===== src/rtl/cfrv_pkg.sv =====
// Shared types, codes and constants of the command frame receiver.
// No dependencies; used by every file under rtl.
package cfrv_pkg;

    localparam int STORE_DEPTH = 14;
    localparam int IDX_W       = $clog2(STORE_DEPTH);
    localparam int COPIES      = 5;
    localparam int VOTE_NEED   = 3;
    localparam int VCNT_W      = $clog2(COPIES + 1);
    localparam int QUEUE_DEPTH = 2;

    localparam logic [7:0]  MIN_FREQ_LEN   = 8'd14;
    localparam logic [31:0] INTERVAL_RESET = 32'd170000;

    // input beat selector
    localparam logic [1:0] FUNC_BYTE    = 2'd0;
    localparam logic [1:0] FUNC_SESSION = 2'd1;
    localparam logic [1:0] FUNC_COMMIT  = 2'd2;

    // register indexes (paddr[3:2])
    localparam logic [1:0] REG_SYNC      = 2'd0;
    localparam logic [1:0] REG_HIGHEST   = 2'd1;
    localparam logic [1:0] REG_SET_FREQ  = 2'd2;
    localparam logic [1:0] REG_FAILLIMIT = 2'd3;

    typedef enum logic [2:0] {
        ST_OK       = 3'd0,
        ST_CSUM_ERR = 3'd1,
        ST_FREQ_OK  = 3'd2,
        ST_VOTED    = 3'd3,
        ST_FALLBACK = 3'd4,
        ST_SHORT    = 3'd5,
        ST_STOP     = 3'd6
    } status_t;

    typedef enum logic [1:0] {
        KIND_FRAME   = 2'd0,
        KIND_SESSION = 2'd1,
        KIND_COMMIT  = 2'd2
    } kind_t;

    // one queued job: a finished frame, a session start or a commit notice
    typedef struct packed {
        kind_t                         kind;
        logic                          sum_ok;
        logic [7:0]                    command;
        logic [7:0]                    length;
        logic [STORE_DEPTH-1:0][7:0]   payload;  // bytes past length are zero
        logic [15:0]                   freq;
    } entry_t;

    typedef struct packed {
        logic [7:0] sync_value;
        logic [7:0] highest_command;
        logic [7:0] set_frequency_code;
        logic [7:0] fail_limit;
    } cfg_t;

    typedef struct packed {
        logic valid;
        logic full;
    } qstat_t;

endpackage


===== src/rtl/cfrv_front.sv =====
// Front end: accepts input beats, runs the frame parser and pushes jobs.
// Depends on cfrv_pkg.
module cfrv_front (
    input  logic                aclk,
    input  logic                aresetn,
    input  cfrv_pkg::cfg_t      cfg,
    input  logic                in_valid,
    input  logic [1:0]          in_func,
    input  logic [7:0]          in_byte,
    input  logic [15:0]         in_freq,
    input  logic                q_full,
    output logic                in_ready,
    output logic                push,
    output cfrv_pkg::entry_t    push_entry
);

    typedef enum logic [4:0] {
        PH_SYNC = 5'b00001,
        PH_CMD  = 5'b00010,
        PH_LEN  = 5'b00100,
        PH_DATA = 5'b01000,
        PH_SUM  = 5'b10000
    } phase_t;

    phase_t     phase_reg, phase_next;
    logic [7:0] cmd_reg, cmd_next;
    logic [7:0] len_reg, len_next;
    logic [7:0] idx_reg, idx_next;
    logic [7:0] xor_reg, xor_next;
    logic [7:0] store_reg [cfrv_pkg::STORE_DEPTH];
    logic       accept;
    logic       store_we;

    assign in_ready = !q_full;
    assign accept   = in_valid && !q_full;
    assign store_we = accept && (in_func == cfrv_pkg::FUNC_BYTE) && (phase_reg == PH_DATA)
                      && (idx_reg < 8'(cfrv_pkg::STORE_DEPTH));

    always_comb begin
        phase_next = phase_reg;
        cmd_next   = cmd_reg;
        len_next   = len_reg;
        idx_next   = idx_reg;
        xor_next   = xor_reg;
        push       = 1'b0;

        push_entry.kind    = cfrv_pkg::KIND_FRAME;
        push_entry.sum_ok  = (in_byte == xor_reg);
        push_entry.command = cmd_reg;
        push_entry.length  = len_reg;
        push_entry.freq    = in_freq;
        for (int i = 0; i < cfrv_pkg::STORE_DEPTH; i++) begin
            push_entry.payload[i] = (8'(i) < len_reg) ? store_reg[i] : 8'h00;
        end

        if (accept) begin
            unique case (in_func)
                cfrv_pkg::FUNC_SESSION: begin
                    push            = 1'b1;
                    push_entry.kind = cfrv_pkg::KIND_SESSION;
                end
                cfrv_pkg::FUNC_COMMIT: begin
                    push            = 1'b1;
                    push_entry.kind = cfrv_pkg::KIND_COMMIT;
                end
                cfrv_pkg::FUNC_BYTE: begin
                    unique case (phase_reg)
                        PH_CMD: begin
                            if (in_byte == 8'h00 || in_byte > cfg.highest_command) begin
                                // bad command: drop the sync, rescan this byte
                                if (in_byte == cfg.sync_value) begin
                                    xor_next   = in_byte;
                                    phase_next = PH_CMD;
                                end else begin
                                    phase_next = PH_SYNC;
                                end
                            end else begin
                                cmd_next   = in_byte;
                                xor_next   = xor_reg ^ in_byte;
                                phase_next = PH_LEN;
                            end
                        end
                        PH_LEN: begin
                            len_next   = in_byte;
                            xor_next   = xor_reg ^ in_byte;
                            idx_next   = 8'd0;
                            phase_next = (in_byte == 8'h00) ? PH_SUM : PH_DATA;
                        end
                        PH_DATA: begin
                            xor_next = xor_reg ^ in_byte;
                            idx_next = idx_reg + 8'd1;
                            if (idx_reg + 8'd1 >= len_reg) begin
                                phase_next = PH_SUM;
                            end
                        end
                        PH_SUM: begin
                            push       = 1'b1;
                            phase_next = PH_SYNC;
                        end
                        default: begin
                            if (in_byte == cfg.sync_value) begin
                                xor_next   = in_byte;
                                phase_next = PH_CMD;
                            end else begin
                                phase_next = PH_SYNC;
                            end
                        end
                    endcase
                end
                default: begin
                end
            endcase
        end
    end

    always_ff @(posedge aclk) begin
        if (!aresetn) begin
            phase_reg <= PH_SYNC;
            cmd_reg   <= 8'd0;
            len_reg   <= 8'd0;
            idx_reg   <= 8'd0;
            xor_reg   <= 8'd0;
        end else begin
            phase_reg <= phase_next;
            cmd_reg   <= cmd_next;
            len_reg   <= len_next;
            idx_reg   <= idx_next;
            xor_reg   <= xor_next;
        end
    end

    always_ff @(posedge aclk) begin
        if (store_we) begin
            store_reg[idx_reg[cfrv_pkg::IDX_W-1:0]] <= in_byte;
        end
    end

endmodule


===== src/rtl/cfrv_queue.sv =====
// Short job queue between the parser and the recovery back end.
// Depends on cfrv_pkg.
module cfrv_queue (
    input  logic               aclk,
    input  logic               aresetn,
    input  logic               push,
    input  cfrv_pkg::entry_t   push_entry,
    input  logic               pop,
    output cfrv_pkg::qstat_t   qstat,
    output cfrv_pkg::entry_t   head
);

    localparam int PTR_W = (cfrv_pkg::QUEUE_DEPTH > 1) ? $clog2(cfrv_pkg::QUEUE_DEPTH) : 1;
    localparam int CNT_W = $clog2(cfrv_pkg::QUEUE_DEPTH + 1);
    localparam logic [PTR_W-1:0] LAST_PTR = PTR_W'(cfrv_pkg::QUEUE_DEPTH - 1);
    localparam logic [CNT_W-1:0] FULL_CNT = CNT_W'(cfrv_pkg::QUEUE_DEPTH);

    cfrv_pkg::entry_t  mem_reg [cfrv_pkg::QUEUE_DEPTH];
    logic [PTR_W-1:0]  wr_ptr_reg, wr_ptr_next;
    logic [PTR_W-1:0]  rd_ptr_reg, rd_ptr_next;
    logic [CNT_W-1:0]  count_reg, count_next;
    logic              do_push;
    logic              do_pop;

    assign qstat.valid = (count_reg != '0);
    assign qstat.full  = (count_reg == FULL_CNT);
    assign head        = mem_reg[rd_ptr_reg];
    assign do_push     = push && !qstat.full;
    assign do_pop      = pop && qstat.valid;

    always_comb begin
        wr_ptr_next = wr_ptr_reg;
        rd_ptr_next = rd_ptr_reg;
        count_next  = count_reg;
        if (do_push) begin
            wr_ptr_next = (wr_ptr_reg == LAST_PTR) ? '0 : wr_ptr_reg + PTR_W'(1);
        end
        if (do_pop) begin
            rd_ptr_next = (rd_ptr_reg == LAST_PTR) ? '0 : rd_ptr_reg + PTR_W'(1);
        end
        if (do_push && !do_pop) begin
            count_next = count_reg + CNT_W'(1);
        end else if (do_pop && !do_push) begin
            count_next = count_reg - CNT_W'(1);
        end
    end

    always_ff @(posedge aclk) begin
        if (!aresetn) begin
            wr_ptr_reg <= '0;
            rd_ptr_reg <= '0;
            count_reg  <= '0;
        end else begin
            wr_ptr_reg <= wr_ptr_next;
            rd_ptr_reg <= rd_ptr_next;
            count_reg  <= count_next;
        end
    end

    always_ff @(posedge aclk) begin
        if (do_push) begin
            mem_reg[wr_ptr_reg] <= push_entry;
        end
    end

endmodule


===== src/rtl/cfrv_back.sv =====
// Back end: frequency recovery (vote, fallback, time extrapolation), failure
// counting and the registered result beat. Depends on cfrv_pkg.
module cfrv_back (
    input  logic               aclk,
    input  logic               aresetn,
    input  cfrv_pkg::cfg_t     cfg,
    input  cfrv_pkg::qstat_t   qstat,
    input  cfrv_pkg::entry_t   head,
    output logic               pop,
    output logic               m_tvalid,
    input  logic               m_tready,
    output logic [111:0]       m_tdata,
    output logic [2:0]         m_tuser
);

    logic [7:0]  fail_reg, fail_next;
    logic [31:0] prev_reg, prev_next;
    logic [31:0] ival_reg, ival_next;
    logic [15:0] lastf_reg, lastf_next;
    logic        out_valid_reg, out_valid_next;
    logic [111:0] out_data_reg;
    logic [2:0]   out_user_reg;

    logic [15:0]               copies [cfrv_pkg::COPIES];
    logic [cfrv_pkg::VCNT_W-1:0] vcnt [cfrv_pkg::COPIES];
    logic                      vote_found;
    logic [15:0]               vote_freq;
    logic [7:0]                fail_inc;
    logic [31:0]               stamp_rx;
    logic [31:0]               stamp_ex;
    logic                      is_frame;
    cfrv_pkg::status_t         status;
    logic [15:0]               freq;
    logic [31:0]               stamp;
    logic [31:0]               head_word;

    assign pop      = qstat.valid && (!out_valid_reg || m_tready);
    assign is_frame = (head.kind == cfrv_pkg::KIND_FRAME);
    assign fail_inc = (fail_reg == 8'hFF) ? fail_reg : fail_reg + 8'd1;
    assign stamp_rx = {head.payload[10], head.payload[11], head.payload[12], head.payload[13]};
    assign stamp_ex = prev_reg + ival_reg;
    assign head_word = {head.payload[0], head.payload[1], head.payload[2], head.payload[3]};

    // 3-of-N vote: count matches per copy, first copy in order with enough wins
    always_comb begin
        for (int i = 0; i < cfrv_pkg::COPIES; i++) begin
            copies[i] = {head.payload[2*i], head.payload[2*i+1]};
        end
        for (int i = 0; i < cfrv_pkg::COPIES; i++) begin
            vcnt[i] = '0;
            for (int j = 0; j < cfrv_pkg::COPIES; j++) begin
                if (copies[j] == copies[i]) begin
                    vcnt[i] = vcnt[i] + cfrv_pkg::VCNT_W'(1);
                end
            end
        end
        vote_found = 1'b0;
        vote_freq  = 16'd0;
        for (int i = cfrv_pkg::COPIES - 1; i >= 0; i--) begin
            if (vcnt[i] >= cfrv_pkg::VCNT_W'(cfrv_pkg::VOTE_NEED)) begin
                vote_found = 1'b1;
                vote_freq  = copies[i];
            end
        end
    end

    always_comb begin
        fail_next  = fail_reg;
        prev_next  = prev_reg;
        ival_next  = ival_reg;
        lastf_next = lastf_reg;
        status     = cfrv_pkg::ST_OK;
        freq       = 16'd0;
        stamp      = 32'd0;

        if (head.command != cfg.set_frequency_code) begin
            status = head.sum_ok ? cfrv_pkg::ST_OK : cfrv_pkg::ST_CSUM_ERR;
        end else if (head.length < cfrv_pkg::MIN_FREQ_LEN) begin
            status = cfrv_pkg::ST_SHORT;
        end else if (head.sum_ok) begin
            status    = cfrv_pkg::ST_FREQ_OK;
            fail_next = 8'd0;
            freq      = copies[0];
            stamp     = stamp_rx;
            if (prev_reg != 32'd0 && stamp_rx > prev_reg) begin
                ival_next = stamp_rx - prev_reg;
            end
            prev_next = stamp_rx;
        end else begin
            fail_next = fail_inc;
            if (fail_inc >= cfg.fail_limit) begin
                status = cfrv_pkg::ST_STOP;
            end else begin
                if (vote_found) begin
                    status = cfrv_pkg::ST_VOTED;
                    freq   = vote_freq;
                end else begin
                    status = cfrv_pkg::ST_FALLBACK;
                    freq   = lastf_reg;
                end
                stamp     = stamp_ex;
                prev_next = stamp_ex;
            end
        end

        // non-frame jobs override the frame path
        unique case (head.kind)
            cfrv_pkg::KIND_SESSION: begin
                fail_next  = 8'd0;
                prev_next  = 32'd0;
                ival_next  = cfrv_pkg::INTERVAL_RESET;
                lastf_next = 16'd0;
            end
            cfrv_pkg::KIND_COMMIT: begin
                fail_next  = fail_reg;
                prev_next  = prev_reg;
                ival_next  = ival_reg;
                lastf_next = head.freq;
            end
            cfrv_pkg::KIND_FRAME: begin
            end
            default: begin
                fail_next  = fail_reg;
                prev_next  = prev_reg;
                ival_next  = ival_reg;
            end
        endcase

        out_valid_next = (out_valid_reg && !m_tready) || (pop && is_frame);
    end

    always_ff @(posedge aclk) begin
        if (!aresetn) begin
            fail_reg      <= 8'd0;
            prev_reg      <= 32'd0;
            ival_reg      <= cfrv_pkg::INTERVAL_RESET;
            lastf_reg     <= 16'd0;
            out_valid_reg <= 1'b0;
        end else begin
            out_valid_reg <= out_valid_next;
            if (pop) begin
                fail_reg  <= fail_next;
                prev_reg  <= prev_next;
                ival_reg  <= ival_next;
                lastf_reg <= lastf_next;
            end
        end
    end

    always_ff @(posedge aclk) begin
        if (pop && is_frame) begin
            out_user_reg <= status;
            out_data_reg <= {fail_next, stamp, freq, head.payload[4], head_word,
                             head.length, head.command};
        end
    end

    assign m_tvalid = out_valid_reg;
    assign m_tdata  = out_data_reg;
    assign m_tuser  = out_user_reg;

endmodule


===== src/rtl/command_frame_receiver_with_vote_unit.sv =====
// Top level of the command frame receiver with redundant frequency vote.
// Depends on cfrv_pkg, cfrv_front, cfrv_queue and cfrv_back.
//
// Use:
//   s_ carries input beats: s_tuser selects a received byte, a session start
//   or a frequency-committed notice; s_tdata holds the byte and the frequency.
//   m_ carries one result beat per finished frame (checksum byte received);
//   m_tuser is the frame status. Session and commit beats give no result.
//   The APB port holds sync value, highest command, set-frequency code and
//   fail limit at byte addresses 0, 4, 8 and 12; write only while idle.
// Timing:
//   One input beat per cycle while the queue is not full. The parser pushes
//   each finished frame as a job into a two-deep queue; the back end takes it
//   from the queue head and loads the result register.
// Reset (aresetn low, synchronous): parser waits for sync, queue and result
//   register empty, recovery state at its session defaults, registers reset.
// Stall: while m_tready is low the result register holds and the back end
//   stops; the queue absorbs two more jobs, then s_tready drops.
module command_frame_receiver_with_vote_unit (
    input  logic         aclk,
    input  logic         aresetn,
    // input beats
    input  logic         s_tvalid,
    output logic         s_tready,
    input  logic [23:0]  s_tdata,   // data_byte[7:0], committed_freq[23:8]
    input  logic [1:0]   s_tuser,   // func[1:0]
    // result beats
    output logic         m_tvalid,
    input  logic         m_tready,
    // command[7:0], payload_length[15:8], head_word[47:16], fifth_byte[55:48],
    // frequency[71:56], apply_time[103:72], fail_count[111:104]
    output logic [111:0] m_tdata,
    output logic [2:0]   m_tuser,   // status[2:0]
    // configuration
    input  logic         psel,
    input  logic         penable,
    input  logic         pwrite,
    input  logic [3:0]   paddr,
    input  logic [31:0]  pwdata,
    output logic [31:0]  prdata,
    output logic         pready
);

    cfrv_pkg::cfg_t   cfg_reg;
    cfrv_pkg::qstat_t qstat;
    cfrv_pkg::entry_t push_entry;
    cfrv_pkg::entry_t head;
    logic             push;
    logic             pop;
    logic             cfg_we;

    assign pready = 1'b1;
    assign cfg_we = psel && penable && pwrite && pready;

    always_ff @(posedge aclk) begin
        if (!aresetn) begin
            cfg_reg.sync_value         <= 8'd170;
            cfg_reg.highest_command    <= 8'd255;
            cfg_reg.set_frequency_code <= 8'd1;
            cfg_reg.fail_limit         <= 8'd3;
        end else if (cfg_we) begin
            unique case (paddr[3:2])
                cfrv_pkg::REG_SYNC:      cfg_reg.sync_value         <= pwdata[7:0];
                cfrv_pkg::REG_HIGHEST:   cfg_reg.highest_command    <= pwdata[7:0];
                cfrv_pkg::REG_SET_FREQ:  cfg_reg.set_frequency_code <= pwdata[7:0];
                cfrv_pkg::REG_FAILLIMIT: cfg_reg.fail_limit         <= pwdata[7:0];
            endcase
        end
    end

    always_comb begin
        unique case (paddr[3:2])
            cfrv_pkg::REG_SYNC:      prdata = {24'd0, cfg_reg.sync_value};
            cfrv_pkg::REG_HIGHEST:   prdata = {24'd0, cfg_reg.highest_command};
            cfrv_pkg::REG_SET_FREQ:  prdata = {24'd0, cfg_reg.set_frequency_code};
            cfrv_pkg::REG_FAILLIMIT: prdata = {24'd0, cfg_reg.fail_limit};
        endcase
    end

    cfrv_front u_front (
        .aclk       (aclk),
        .aresetn    (aresetn),
        .cfg        (cfg_reg),
        .in_valid   (s_tvalid),
        .in_func    (s_tuser),
        .in_byte    (s_tdata[7:0]),
        .in_freq    (s_tdata[23:8]),
        .q_full     (qstat.full),
        .in_ready   (s_tready),
        .push       (push),
        .push_entry (push_entry)
    );

    cfrv_queue u_queue (
        .aclk       (aclk),
        .aresetn    (aresetn),
        .push       (push),
        .push_entry (push_entry),
        .pop        (pop),
        .qstat      (qstat),
        .head       (head)
    );

    cfrv_back u_back (
        .aclk     (aclk),
        .aresetn  (aresetn),
        .cfg      (cfg_reg),
        .qstat    (qstat),
        .head     (head),
        .pop      (pop),
        .m_tvalid (m_tvalid),
        .m_tready (m_tready),
        .m_tdata  (m_tdata),
        .m_tuser  (m_tuser)
    );

    // a result only appears after the back end took a job
    a_result_from_pop: assert property (@(posedge aclk) disable iff (!aresetn)
        $rose(m_tvalid) |-> $past(pop))
        else $error("result beat without a popped job");

    a_full_is_valid: assert property (@(posedge aclk) disable iff (!aresetn)
        qstat.full |-> qstat.valid)
        else $error("queue full and empty at once");

    // a session start beat must land in the queue, never be dropped
    a_session_queued: assert property (@(posedge aclk) disable iff (!aresetn)
        (s_tvalid && s_tready && s_tuser == cfrv_pkg::FUNC_SESSION) |=> qstat.valid)
        else $error("session start beat lost");

endmodule

===== config.mk =====
export PLATFORM = sky130hd
export DESIGN_NAME = command_frame_receiver_with_vote_unit
export DESIGN_NICKNAME = d
export VERILOG_FILES = /design/src/rtl/cfrv_pkg.sv /design/src/rtl/cfrv_front.sv /design/src/rtl/cfrv_queue.sv /design/src/rtl/cfrv_back.sv /design/src/rtl/command_frame_receiver_with_vote_unit.sv
export SDC_FILE = /design/constraint.sdc
export NUM_CORES = 1
export LEC_CHECK = 0
export BUFFER_PORTS_ARGS = -buffer_cell sky130_fd_sc_hd__buf_2
export CAP_MARGIN = 5
export CORE_AREA = 2 2 323 325
export CTS_BUF_LIST = sky130_fd_sc_hd__clkbuf_4 sky130_fd_sc_hd__clkbuf_8
export DETAILED_ROUTE_END_ITERATION = 6
export DIE_AREA = 0 0 325 327
export PLACE_DENSITY_LB_ADDON = 0.2
export SETUP_SLACK_MARGIN = 0.15
export SLEW_MARGIN = 20
export SYNTH_ARGS = -nofsm -noshare
export SYNTH_HDL_FRONTEND = slang
export SYNTH_SLANG_ARGS = --single-unit
export TNS_END_PERCENT = 20

===== constraint.sdc =====
create_clock -name aclk -period 10.7 [get_ports aclk]
set_input_delay 0.535 -clock aclk [delete_from_list [all_inputs] [get_ports aclk]]
set_output_delay 0.535 -clock aclk [all_outputs]
set_load 0.01 [all_outputs]

== Word-level counts from Yosys, hierarchy flattened ==
Memories as Yosys holds them, arrays and structs flattened. A register that Yosys moved wholly into a read port is not among the register bits.
Cells that the tools add are included.
Widths: inputs -> output; s select.

* Logic and storage cells: 262
* Bits in read-only memories: 0
* Output and inout port bits: 150
* Memory bits (writable): 406
* Memories: 2
* Latch bits: 0
* Register bits after elaboration: 277
* Input port bits: 69

{| class="wikitable"
|+ Memory list
! memory !! words !! bits a word !! read ports !! clocked after Yosys merged registers in !! write ports !! line !! RTL
|-
| u_queue.mem_reg || 2 || 147 || 1 || 1 || 1 || cfrv_queue.sv:18 || <nowiki>cfrv_pkg::entry_t mem_reg [cfrv_pkg::QUEUE_DEPTH];</nowiki>
|-
| u_front.store_reg || 14 || 8 || 14 || 0 || 1 || cfrv_front.sv:30 || <nowiki>logic [7:0] store_reg [cfrv_pkg::STORE_DEPTH];</nowiki>
|}

* Magnitude comparators: 25
* Add/subtract/negate cells: 27
* Bitwise gates (word level): 3
* Multipliers: 0
* Shifts and indexed selects: 0
* Reductions and logical operators: 47
* Equality and inequality tests: 42
* Muxes and demuxes: 96
* Divide/modulo/power cells: 0

{| class="wikitable"
|+ Operator list
! operator !! count
|-
| $eq 16x16->1 || 20
|-
| $mux 32 || 10
|-
| $mux 8 || 20
|-
| $mux 16 || 8
|-
| $pmux 32 s2 || 2
|-
| $pmux 32 s4 || 1
|-
| $mux 3 || 20
|-
| $lt 4x8->1 const A || 6
|-
| $add 3x1->3 const B || 15
|-
| $add 32x32->32 || 1
|-
| $gt 32x32->1 || 1
|-
| $lt 3x8->1 const A || 4
|-
| $pmux 16 s2 || 1
|-
| $pmux 8 s2 || 2
|-
| $reduce_bool 32->1 || 1
|-
| $sub 32x32->32 || 1
|-
| $pmux 8 s3 || 1
|-
| $mux 1 || 20
|-
| $pmux 5 s4 || 1
|-
| $add 8x1->8 const B || 2
|-
| $eq 8x8->1 || 2
|-
| $ge 8x8->1 || 2
|-
| $lt 1x8->1 const A || 2
|-
| $lt 2x8->1 const A || 2
|-
| other kinds (36) || 95
|}

== Logic depth before layout (Yosys ltp) ==
* Depth in word-level cells: 20
* Gate-level depth with buffers: 22
* Gate-level depth less buffers: 17

== Cells and area by module ==
A second synthesis with hierarchy kept.

* Cell total of the unflattened synthesis: 2,911
* Area, all modules: 34,516.9 sq um

{| class="wikitable"
|+ Modules (own cells, without submodules)
! module !! sequential area each (sq um) !! area an instance (sq um) !! cells an instance !! times used
|-
| cfrv_back || 5,235.0 || 14,549.0 || 1,672 || 1
|-
| cfrv_queue || 8,928.6 || 11,353.4 || 482 || 1
|-
| cfrv_front || 4,103.9 || 6,889.1 || 593 || 1
|-
| command_frame_receiver_with_vote_unit || 640.6 || 1,725.4 || 164 || 1
|}

== Least setup slack after synthesis ==
OpenSTA, ideal clock, no wires.

* Path type: reg-to-reg
* Start point: register u_front.phase_reg[4]
* End point: memory u_queue.mem_reg[0][0] (netlist bit) (enable)
* Path buffers: 1
* Arrival: 7,810 ps
* Period minus slack after synthesis: 8,483 ps
* Stages on the path, launching flop included: 7
* Required time: 10,027 ps
* Slack: 2,217 ps
* Cells stage by stage: dfxtp_1 -> clkbuf_1 -> nand2_1 -> nor3_1 -> a21oi_1 -> nor3b_1 -> nor2b_1

* Word-level cells in the longest chain between the ends: 7

{| class="wikitable"
|+ Ends and longest elaborated chain
! element !! line !! RTL
|-
| start, declared || cfrv_front.sv:25 || <nowiki>phase_t phase_reg, phase_next;</nowiki>
|-
| start signal, assigned || cfrv_front.sv:124 || <nowiki>phase_reg <= phase_next;</nowiki>
|-
| $eq 5x5->1 || cfrv_front.sv:67 || <nowiki>unique case (phase_reg)</nowiki>
|-
| $mux 1 || cfrv_front.sv:67 ||
|-
| $pmux 1 s2 || cfrv_front.sv:57 || <nowiki>unique case (in_func)</nowiki>
|-
| $mux 1 || cfrv_front.sv:56 || <nowiki>if (accept) begin</nowiki>
|-
| $logic_and 1x1->1 || cfrv_queue.sv:28 || <nowiki>assign do_push = push && !qstat.full;</nowiki>
|-
| via u_queue.do_push || cfrv_queue.sv:22 || <nowiki>logic do_push;</nowiki>
|-
| $mux 1 || cfrv_queue.sv:61 || <nowiki>if (do_push) begin</nowiki>
|-
| $mux 1 (not written as such) || cfrv_queue.sv:62 || <nowiki>mem_reg[wr_ptr_reg] <= push_entry;</nowiki>
|-
| end, declared || cfrv_queue.sv:18 ||
|}

The timed path passes the listed nets, and every way through them passes these cells.

==> out/metrics.yaml <==
tightest_slew_ns: 1.10
dieArea_um2: 106000
crit_cells: 14
endpoint_kind: "flip-flop"
netlist_instances: 2993
period_needed_ns: 6.29
synth_common_cells: "521 x edfxtp_1, 197 x xnor2_1, 191 x nand2_1"
crit_path_max_fanout: 52
drive_above_1_share_pct: 17.0
synth_top_area_cell: "edfxtp_1"
maxSlewViolCount: 0
worst_setup_path_start_kind: "flip-flop"
synth-main-ff-cell: "edfxtp_1"
timing.hold.worst.class: "in2reg"
p_leak_nw: 14.1
endpoint: "u_back.m_tdata[66]"
hold_ws_ns: 0.0860
final_util_pct: 38.5
clock_latency_ns: 0.78
holdPathStages: 3
cts_tree: "yes"
syn2layout_area_growth_pct: 14.2
yosysMostFrequentCell: "edfxtp_1"
r2r_setup_slack_ns: 4.41
drt_pass1_iterations: 5
root_buffer: "clkbuf_8"
grt_max_degree: 130
track_usage_pct: 19.3
rsz0062_at_grt: "false"
drv_cap: 0
cp.required_ns: 11.19
first_global_vias: 22900
worst-path-buf-inv: 3
via_count: 23700
nets: 3367
setup_violations: 0
place_congestion: 0.926
grt_overflow_total: 0
peakVddDrop_uv: 141
cts.sinks: 684
via_per_inst: 5.08
timing.fmax_mhz: 159
max-clock-path-buffers: 3
relSlewSlack_pct: 25.7
crit_path_max_incr_delay_ns: 0.90
drc: 0
initial_core_util_pct: 33.7
cp_cell_sequence: "buf_4, mux2i_1, xnor2_1, nand4_1, nor4_1, inv_1, fa_1, o21a_1, o31ai_2, buf_4, nand3b_4, o211ai_2, a211oi_1, a221o_1"
synth_area_leaders: "edfxtp_1 45%, dfxtp_1 9.4%, xnor2_1 5.0%"
critPathTopFamily: "compound AO/OA/AOI/OAI gates"
reg2regPathDepth: 14
pre_cts_slack_ns: 4.46
drt-total-wl_um: 105000
synth_top_area_share_pct: 45.1
hold_violations: 0
antenna_found_initial: 2
dp_hpwl_um: 73900
ant_nets: 0
period_share_pct: 58.8
yosys_warnings: 0
critPathKind: "reg2reg"
status: "completed"
largest_reg_flops: 294
setup_tns_ns: 0
io_pins: 219
die_x_um: 325
crit_top_cell: "buf_4"
cp.arrival_ns: 6.78
yosysSeqAreaShare_pct: 54.6
syn-cell-area_um2: 34700
powerDensity_nw_per_um2: 189
synth_seq_cells: 684
fill_cells: 10100
avgRoutedWirePerCell_um: 22.5
fin_skew_ns: 0.0471
post-cts-setup-buffers: 0
synth_cell_types: 91
grt_first_pass_wirelength_um: 153000
cts_made_buffers: 116
rows: 118
htreeDepth: 3
ys_async_sr_fraction_pct: 0
port_buffers: 167
r2r_end: "u_back.m_tdata[66]"
total_power_mw: 7.48
setup_slack_ns: 4.41
path_clk_slew_ns: 0.06
synth-edff-count: 521
syn_avg_cell_area_um2: 11.6
dieHeight_um: 327
slowest_stage: "mux2i_1"
core_area_um2: 103000
drt_iter0_drc: 1925
==> worst register-to-register path, stage by stage (launching register included) <==
cell      delay (ns)
dfxtp_4         0.59
buf_4           0.76
mux2i_1         0.92
xnor2_1         0.20
nand4_1         0.13
nor4_1          0.85
inv_1           0.23
fa_1            0.53
o21a_1          0.13
o31ai_2         0.22
buf_4           0.25
nand3b_4        0.11
o211ai_2        0.65
a211oi_1        0.14
a221o_1         0.32
==> cells by family (layout without fill, tap and decap cells) <==
| group | count (synthesis) | after routing | synth area share [%] |
|---|---|---|---|
| AOI/OAI and AO/OA | 479 | 479 | 9.20 |
| and+or+nand+nor | 812 | 812 | 11.8 |
| DFF | 684 | 684 | 54.6 |
| xor gates and xnor gates | 356 | 356 | 9.04 |
| adders and majority gates | 122 | 122 | 4.53 |
| other | 2 | 26 | 0.0217 |
| muxes | 214 | 214 | 6.79 |
| buffers and inverters | 324 | 584 | 4.02 |
==> layer usage <==
| layer | GRT usage (%) | routed length [um] | share of wire, % |
|---|---|---|---|
| met4 | 5.61 | 2790 | 2.7 |
| met1 | 26.9 | 48800 | 46 |
| met2 | 31.2 | 48200 | 46 |
| met5 | 0 | 0 | 0 |
| met3 | 2.86 | 5250 | 5.0 |
==> metrics by stage <==
step / std cells / instance area, um2
after global routing: 4657 / 39600
after CTS: 4656 / 39600
after detailed placement: 4417 / 36900
after floorplan: 3016 / 34700
after global placement: 4417 / 36800
final: 4657 / 39600
==> cells in the final DEF (no fill, tap or decap), drive strengths merged, types with 80 or more instances in the layout <==
cell type / instances
edfxtp: 521
buf: 211
xnor2: 197
nand2: 191
clkbuf: 181
nor2: 163
dfxtp: 163
xor2: 158
a21oi: 152
inv: 140
mux2i: 126
ha: 116
nand3: 89
o21ai: 84
mux2: 80
and2: 80
==> where the power goes <==
part	switching [mW]	internal, mW	leakage (nW)
clock network	1.10	1.40	1.34
registers	0.133	3.05	6.02
logic	1.15	0.640	6.78
==> worst min path at each step <==
stage	slack, ns	to	startpoint
after floorplan	0.42	u_queue.mem_reg[0][129]	u_front.len_reg[1]
after global placement	0.43	u_queue.mem_reg[0][140]	u_front.cmd_reg[4]
after detailed placement	0.44	u_queue.mem_reg[1][138]	u_front.cmd_reg[2]
after CTS	0.007	cfg_reg[29]	pwdata[5]
after global routing	0.06	cfg_reg[20]	pwdata[4]
final	0.09	cfg_reg[20]	pwdata[4]
==> layout make-up <==
type	instances	area [um2]	area share [%]
Clock buffer	181	2180	5.52
Sequential cell	684	18900	47.8
Tap cell	1380	1730	4.36
Multi-Input combinational cell	2008	14500	36.7
Timing Repair Buffer	232	1400	3.54
Antenna cell	1	2.50	0.00632
Inverter	134	508	1.28
Clock inverter	37	312	0.787
==> timing repair <==
action | CTS | global route
gates resized for setup | 0 | 0
hold buffers | 21 | 0
endpoints found under the hold margin | 42 | 0
Note: power is estimated with default switching activity, not from simulation.
